--- src/hdl/slcd_pkg.sv ---
// Types and constants shared by the sync, length and checksum deframer.
package slcd_pkg;

  // Parser phase of the frame currently being received.
  typedef enum logic [2:0] {
    PH_HUNT = 3'd0,
    PH_BID  = 3'd1,
    PH_MID  = 3'd2,
    PH_LEN  = 3'd3,
    PH_DATA = 3'd4,
    PH_SUM  = 3'd5
  } phase_t;

  // Event code reported with every result beat.
  typedef enum logic [2:0] {
    EV_IDLE    = 3'd0,
    EV_DATA    = 3'd1,
    EV_GOOD    = 3'd2,
    EV_CKBAD   = 3'd3,
    EV_LENBAD  = 3'd4,
    EV_SYNCBAD = 3'd5
  } event_t;

  // Configuration register indexes.
  localparam logic [1:0] REG_START_BYTE  = 2'd0;
  localparam logic [1:0] REG_BUS_ID_BYTE = 2'd1;
  localparam logic [1:0] REG_MAX_PAYLOAD = 2'd2;

  // Reset values of the configuration registers.
  localparam logic [7:0] START_BYTE_RST  = 8'd250;
  localparam logic [7:0] BUS_ID_BYTE_RST = 8'd255;
  localparam logic [7:0] MAX_PAYLOAD_RST = 8'd254;

  // Configuration seen by the parser.
  typedef struct packed {
    logic [7:0] start_byte;
    logic [7:0] bus_id_byte;
    logic [7:0] max_payload;
  } cfg_t;

  // One result beat.
  typedef struct packed {
    event_t     event_kind;
    logic [7:0] message_id;
    logic [7:0] payload_byte;
    logic [7:0] payload_index;
    logic [7:0] frame_length;
  } result_t;

endpackage

--- src/hdl/sync_length_checksum_deframer.sv ---
// Top level of the byte-serial frame deframer with configuration registers.
// The deframer takes one received byte per beat and returns exactly one result beat for
// it in the cycle after it is accepted, at a sustained rate of one byte per clock cycle
// while the result side does not stall. Each byte passes through the parser's compare and
// 8-bit sum logic into a single output register; a new byte is accepted whenever that
// register is empty or is being drained in the same cycle, so stalls on the result side
// hold the input side for as long as they last. Frames are a start byte, the bus-id byte,
// a message id, a length, the payload bytes and a checksum byte; payload bytes stream out
// with their index and the frame ends in a good, checksum bad, length bad or sync bad
// event. Configuration writes are taken in any cycle and should only be issued while no byte is in flight.
module sync_length_checksum_deframer
  import slcd_pkg::*;
(
  input  logic       clk,
  input  logic       rst_n,
  // Configuration write channel.
  input  logic       cfg_valid,
  output logic       cfg_ready,
  input  logic [1:0] cfg_index,
  input  logic [7:0] cfg_data,
  // Received byte channel.
  input  logic       in_valid,
  output logic       in_ready,
  input  logic [7:0] in_rx_byte,
  // Result channel.
  output logic       out_valid,
  input  logic       out_ready,
  output logic [2:0] out_event_kind,
  output logic [7:0] out_message_id,
  output logic [7:0] out_payload_byte,
  output logic [7:0] out_payload_index,
  output logic [7:0] out_frame_length
);

  cfg_t    cfg_r;
  result_t step_result;
  result_t out_r;
  logic    out_valid_r;
  logic    in_fire;

  // Configuration registers, written one beat at a time.
  assign cfg_ready = 1'b1;

  always_ff @(posedge clk) begin
    if (!rst_n) begin
      cfg_r.start_byte  <= START_BYTE_RST;
      cfg_r.bus_id_byte <= BUS_ID_BYTE_RST;
      cfg_r.max_payload <= MAX_PAYLOAD_RST;
    end else if (cfg_valid) begin
      case (cfg_index)
        REG_START_BYTE:  cfg_r.start_byte  <= cfg_data;
        REG_BUS_ID_BYTE: cfg_r.bus_id_byte <= cfg_data;
        REG_MAX_PAYLOAD: cfg_r.max_payload <= cfg_data;
        default: ;
      endcase
    end
  end

  // A byte enters when the output register is free or drains this cycle.
  assign in_ready = !out_valid_r || out_ready;
  assign in_fire  = in_valid && in_ready;

  slcd_parser u_parser (
    .clk     (clk),
    .rst_n   (rst_n),
    .step_en (in_fire),
    .rx_byte (in_rx_byte),
    .cfg     (cfg_r),
    .result  (step_result)
  );

  // Output register holding one result beat.
  always_ff @(posedge clk) begin
    if (!rst_n) begin
      out_valid_r <= 1'b0;
    end else if (in_fire) begin
      out_valid_r <= 1'b1;
    end else if (out_ready) begin
      out_valid_r <= 1'b0;
    end
  end

  always_ff @(posedge clk) begin
    if (in_fire) begin
      out_r <= step_result;
    end
  end

  assign out_valid         = out_valid_r;
  assign out_event_kind    = out_r.event_kind;
  assign out_message_id    = out_r.message_id;
  assign out_payload_byte  = out_r.payload_byte;
  assign out_payload_index = out_r.payload_index;
  assign out_frame_length  = out_r.frame_length;

endmodule

--- src/hdl/slcd_parser.sv ---
// Frame parser: holds the frame state and forms the result for each byte.
module slcd_parser
  import slcd_pkg::*;
(
  input  logic       clk,
  input  logic       rst_n,
  input  logic       step_en,
  input  logic [7:0] rx_byte,
  input  cfg_t       cfg,
  output result_t    result
);

  phase_t     phase_r, phase_nxt;
  logic [7:0] sum_r, sum_nxt;
  logic [7:0] id_r, id_nxt;
  logic [7:0] len_r, len_nxt;
  logic [7:0] count_r, count_nxt;
  logic [7:0] sum_add;
  logic [7:0] count_inc;

  // State registers advance once per accepted beat.
  always_ff @(posedge clk) begin
    if (!rst_n) begin
      phase_r <= PH_HUNT;
      sum_r   <= 8'd0;
      id_r    <= 8'd0;
      len_r   <= 8'd0;
      count_r <= 8'd0;
    end else if (step_en) begin
      phase_r <= phase_nxt;
      sum_r   <= sum_nxt;
      id_r    <= id_nxt;
      len_r   <= len_nxt;
      count_r <= count_nxt;
    end
  end

  assign sum_add   = sum_r + rx_byte;
  assign count_inc = count_r + 8'd1;

  // Next state and the result beat for the current byte.
  always_comb begin
    phase_nxt            = phase_r;
    sum_nxt              = sum_add;
    id_nxt               = id_r;
    len_nxt              = len_r;
    count_nxt            = count_r;
    result.event_kind    = EV_IDLE;
    result.payload_byte  = 8'd0;
    result.payload_index = 8'd0;
    case (phase_r)
      PH_HUNT: begin
        if (rx_byte == cfg.start_byte) begin
          phase_nxt = PH_BID;
          sum_nxt   = 8'd0;
        end
      end
      PH_BID: begin
        if (rx_byte == cfg.bus_id_byte) begin
          phase_nxt = PH_MID;
        end else begin
          result.event_kind = EV_SYNCBAD;
          phase_nxt         = PH_HUNT;
        end
      end
      PH_MID: begin
        id_nxt    = rx_byte;
        phase_nxt = PH_LEN;
      end
      PH_LEN: begin
        len_nxt = rx_byte;
        if (rx_byte > cfg.max_payload) begin
          result.event_kind = EV_LENBAD;
          phase_nxt         = PH_HUNT;
        end else begin
          count_nxt = 8'd0;
          phase_nxt = (rx_byte == 8'd0) ? PH_SUM : PH_DATA;
        end
      end
      PH_DATA: begin
        result.event_kind    = EV_DATA;
        result.payload_byte  = rx_byte;
        result.payload_index = count_r;
        count_nxt            = count_inc;
        if (count_inc >= len_r) begin
          phase_nxt = PH_SUM;
        end
      end
      PH_SUM: begin
        result.event_kind = (sum_add == 8'd0) ? EV_GOOD : EV_CKBAD;
        phase_nxt         = PH_HUNT;
      end
      default: begin
        phase_nxt = PH_HUNT;
      end
    endcase
    result.message_id   = id_nxt;
    result.frame_length = len_nxt;
  end

endmodule

--- config.mk ---
export PLATFORM = sky130hd
export DESIGN_NAME = sync_length_checksum_deframer
export DESIGN_NICKNAME = d
export VERILOG_FILES = /design/src/hdl/slcd_pkg.sv /design/src/hdl/sync_length_checksum_deframer.sv /design/src/hdl/slcd_parser.sv
export SDC_FILE = /design/constraint.sdc
export NUM_CORES = 1
export LEC_CHECK = 0
export CAP_MARGIN = 20
export CORE_ASPECT_RATIO = 0.75
export CORE_UTILIZATION = 25
export CTS_CLUSTER_DIAMETER = 80
export CTS_CLUSTER_SIZE = 30
export DETAILED_ROUTE_END_ITERATION = 6
export DONT_BUFFER_PORTS = 1
export GPL_TIMING_DRIVEN = 0
export PLACE_DENSITY = 0.46
export SYNTH_ARGS = -nofsm -noshare
export SYNTH_HDL_FRONTEND = slang
export SYNTH_SLANG_ARGS = --single-unit
--- constraint.sdc ---
create_clock -name clk -period 3.7 [get_ports clk]
set_input_delay 0.37 -clock clk [delete_from_list [all_inputs] [get_ports clk]]
set_output_delay 0.37 -clock clk [all_outputs]
set_load 0.05 [all_outputs]
# Yosys cells after proc, flatten, opt, wreduce, memory -nomap -nowiden
# Index checks and enable logic that the tools add are counted.
[totals]
reg_bits = 95
input_bits = 23
out_inout_bits = 38
wordCells = 62
[classes]
addsub = 2
n_lt_le_gt_ge = 2
eq_ne = 12
muxes = 18
n_reduce_logical = 14
[op_table]
columns = ["op", "n"]
rows = [
  ["2-to-1 mux 8 bit", 5],
  ["equality test 8 bit", 2],
  ["zero test 8 bit", 2],
  ["case mux 8 bit (2 select lines)", 1],
  ["2-to-1 mux 3 bit", 5],
  ["case mux 3 bit (5 select lines)", 1],
  ["case mux 3 bit (4 select lines)", 1],
  ["adder 8 x 1 -> 8 bit (second input constant)", 1],
  ["adder 8 bit", 1],
  [">= comparator 8 bit", 1],
  ["greater-than comparator 8 bit", 1],
  ["equality test 3 x 2 -> 1 bit (second input constant)", 2],
  ["equality test 3 bit (second input constant)", 2],
  ["AND reduction 2 bit", 3],
  ["AND reduction 3 bit", 2],
  ["2-to-1 mux 1 bit", 4],
  ["!= test 2 x 1 -> 1 bit (second input constant)", 2],
  ["nonzero test 2 bit", 2],
  ["equality test 3 x 1 -> 1 bit (second input constant)", 1],
  ["zero test 3 bit", 1],
  ["equality test 2 x 1 -> 1 bit (second input constant)", 1],
  ["equality test 2 bit (second input constant)", 1],
  ["zero test 2 bit", 1],
  ["2-to-1 mux 2 bit", 1],
  ["other kinds (4)", 4],
]

# Longest topological paths before layout
[logic_depth]
depth_word = 4
ltp_mapped = 11
mapped_depth_nobuf = 11

# Modules after synthesis
# From an unflattened synthesis, not the netlist that was laid out.
[hier_totals]
cells_unflattened = 492
hier_area_um2 = 4926.0
[by_module_without_submodules]
columns = ["mod", "n_inst", "cells_per_inst", "area_each_um2", "seq_area_each_um2"]
rows = [
  ["slcd_parser", 1, 356, 2829.0, 700.7],
  ["sync_length_checksum_deframer", 1, 136, 2097.0, 1551.5],
]

# Worst setup path before layout
# Ideal clock, no wire load.
[synth_timing]
path_kind = "flip-flop to flip-flop"
from = "register out_valid_r (netlist: out_valid)"
to = "register out_r, in the netlist out_event_kind[0] (enable)"
setup_time_ns = 0.379
arrival_ns = 2.090
required_time_ns = 3.321
path_slack_ns = 1.231
stages_incl_launch_ff = 6
path_buffers = 2
synth_period_minus_slack_ns = 2.469
path_cell_list = "dfxtp_1 > nand2b_1 > nand2_1 > inv_1 > buf_2 > buf_2"
[synth_via]
elab_chain_cells = 3
[synth_rtl]
columns = ["element", "line_no", "source"]
rows = [
  ["start, declared", "sync_length_checksum_deframer.sv:38", "logic out_valid_r;"],
  ["start signal, assigned", "sync_length_checksum_deframer.sv:75", "out_valid_r <= 1'b0;"],
  ["start signal, assigned", "sync_length_checksum_deframer.sv:77", "out_valid_r <= 1'b1;"],
  ["start signal, assigned", "sync_length_checksum_deframer.sv:79", "out_valid_r <= 1'b0;"],
  ["zero test 1 bit", "sync_length_checksum_deframer.sv:60", "assign in_ready = !out_valid_r || out_ready;"],
  ["logical OR 1 bit", "sync_length_checksum_deframer.sv:60", ""],
  ["net in_ready", "sync_length_checksum_deframer.sv:23", "output logic in_ready,"],
  ["logical AND 1 bit", "sync_length_checksum_deframer.sv:61", "assign in_fire = in_valid && in_ready;"],
  ["net in_fire", "sync_length_checksum_deframer.sv:39", "logic in_fire;"],
  ["end signal, assigned", "sync_length_checksum_deframer.sv:85", "out_r <= step_result;"],
  ["end, declared", "sync_length_checksum_deframer.sv:37", "result_t out_r;"],
]
# The timed path passes the listed nets, and every way through them passes these cells.
# A chain may end at the register's enable or synchronous reset.

# Final worst setup path
[layout_timing]
from = "register out_valid_r (netlist: out_valid)"
to = "register out_r, in the netlist out_event_kind[1] (enable)"
# Same word-level chain as after synthesis.

==> results.md <==
- Hold Crit Class: input port to register
- Clock Path Buffers: 2
- Synth Flop Type: dfxtp_1
- Vias in the first global route: 3386
- Total placed cells including tap cells: 739
- Worst endpoint data arrival time: 3110 ps
- # rows: 43
- Layout Skew: 9.04 ps
- # IOs: 61
- CTS Hold Bufs: 0
- Post-Syn Area per Cell: 9.68 µm²
- Most common cell after layout, fill and taps aside: nand2_1
- HPWL after DPL: 9.17 mm
- Power per cell area: 449 mW/mm²
- CP Launch Point: out_valid
- Nets: 551
- Biggest register: cfg_r
- Post-CTS sizing: 0
- Register area: 0.00225 mm²
- Buf/Inv on CP: 3
- Slowest CP cell: buf_2
- Drc violations: 0
- Port Buffers: 0
- Synth Register Bits: 95
- Post-synth EDFFs: 35
- Crit. End Element: register
- N_diodes: 0
- Final Hold Vio Count: 0
- Outcome: finished, final reports clean
- Reg-to-reg slack, setup: 550 ps
- Reg2reg path depth: 5
- Synth cell types: 52
- Starting density of the core: 0.256
- Yosys synthesis warning count: 0
- Die X: 161 µm
- RSZ-0062 raised after global routing: false
- Clock slew at reported path FFs: 70 ps
- Share of cells above drive strength 1: 0.0984
- Worst setup SP type: register
- Max cap viols: 0
- Peak VDD IR: 0.179 mV
- GP Congestion: 0.785
- Post-CTS setup buffer count: 0
- Hold Path End: cfg_r[9]
- Final cell count without fillers: 755
- Required @ worst endpoint: 3660 ps
- Vias/cell: 4.63
- Netlist Area Pre-Place: 0.00476 mm²
- Largest area contributor in the netlist: dfxtp_1
- DRT Wirelength: 12.4 mm
- LEAKAGE: 2.05 nW
- # setup viols final: 0
- Hold Path Cell Cnt: 2
- Final ANT Viol Nets: 0
- RR Startpoint: out_valid
- CP most frequent cell: buf_2
- Seq/Total Area, Yosys: 0.473
- CTS tree: yes
- Core area: 0.0186 mm²
- Fin crit period: 3150 ps
- Least-Margin Pin Slew: 1010 ps
- Vias: 3496
- # fillers: 1954
- Top post-synthesis cells by area: dfxtp_1 (25%), edfxtp_1 (22%), ha_1 (6.3%), nand2_1 (6.3%), xor2_1 (3.9%)
- Synth-to-layout area growth: 13.1%
- Crit path cell chain: nand2b_1, nand2_1, inv_1, buf_2, buf_2
- Total gr overflow: 0
- Area of the die: 0.0196 mm²
- Setup TNS Final: 0 ps
- Worst flop-to-flop path endpoint: out_event_kind[1]
- Cells after Synth: 492
- Die H: 122 µm
- Most frequent cells in the layout: nand2_1 (80), dfxtp_1 (60), edfxtp_1 (35)
- Slew headroom: 0.330
- Num CTS Buffers: 9
- Starting DRT DRC Count: 209
- Async S/R FF share, synth: 0
- Slew Limit Fails: 0
- Mapped Nets: 540
- Max FFs per register: 24
- Wire per inst: 16.4 µm
- First-pass GRT wire length: 19.4 mm
- CTS sink count: 95
- Crit-path leading delay family: buffers and inverters
- Post-synth top area share: 0.252
- Biggest fanout along the worst timing path: 44
- Multi-input logic area: 0.00228 mm²
- Period utilisation layout: 0.852
- Critical path's largest stage delay: 820 ps
- Hold path startpoint: cfg_data[1]
- Drt first pass iters: 4
- CP Class: register to register
- H-tree Lvls: 3
- Worst-Skew Late Latency: 340 ps
- Initial antenna violation count: 0
- Clock Tree Root: clkbuf_16
- Max frequency: 0.317 GHz
- GRT Total Usage: 0.131
- Largest net degree at the start of global routing: 45
==> cells by family (layout without fill, tap and decap cells) <==
kind of cell	after synthesis	count (layout)	synth area share
multiplexers	15	15	0.0355
AO/OA/AOI/OAI	85	85	0.120
flip-flops	95	95	0.473
AND/OR/NAND/NOR	189	189	0.202
other	1	1	0.000788
buffers and inverters	53	69	0.0476
XOR/XNOR	29	29	0.0534
adder cells (fa/ha/maj)	25	25	0.0673
==> per-stage QoR <==
step / area, µm² / worst slack [ps] / power (mW) / util / hold slack [ps]
after floorplan: 4760 / 1230 / 1.40 / - / 441
after global placement: 5070 / 599 / 1.45 / 0.273 / 451
after detailed placement: 5070 / 582 / 1.45 / 0.273 / 459
after CTS: 5380 / 565 / 2.44 / 0.290 / 143
after global routing: 5380 / 297 / 2.51 / 0.290 / 153
final: 5380 / 549 / 2.42 / 0.290 / 157
==> worst max-delay path by stage <==
| stage | to | depth (start not counted) |
|---|---|---|
| floorplan | out_event_kind[0] | 5 |
| global placement | out_payload_index[2] | 5 |
| detailed placement | out_payload_index[3] | 5 |
| CTS | out_event_kind[1] | 5 |
| global route | u_parser.len_r[3] | 7 |
| finish | out_event_kind[1] | 5 |
==> per-layer routing <==
metal,wire (µm),share of wire,global-route usage
met5,0,0,0
met4,76,0.0061,0.0230
met3,625,0.051,0.0352
met2,5250,0.42,0.199
met1,6420,0.52,0.187
==> power by group <==
part           leakage [nW]  switching (mW)  internal [mW]
registers             0.843          0.0849           1.13
clock network         0.150           0.393          0.594
logic                  1.05           0.138         0.0818
total                  2.05           0.616           1.80
==> Yosys cell counts, drive strengths merged, types with 15 or more instances <==
cell type  count
a21oi         23
and2          17
buf           15
clkbuf        20
dfxtp         60
edfxtp        35
ha            24
inv           18
mux2          15
nand2         80
nand3         18
nor2          17
nor2b         17
xor2          21
==> final cells by class <==
cell class	instances	share of cell area
Buffer	35	0.0295
Clock buffer	11	0.0432
Clock inverter	5	0.0151
Inverter	18	0.0125
Multi-Input combinational cell	344	0.424
Sequential cell	95	0.418
Tap cell	247	0.0574
==> worst reg2reg max path, delay by kind of cell, from the launching register on <==
family / cells / cell delay [ps]
buf+inv: 3 / 1240
simple gates: 2 / 1030
flops: 1 / 480
(Power assumes the default switching activity.)
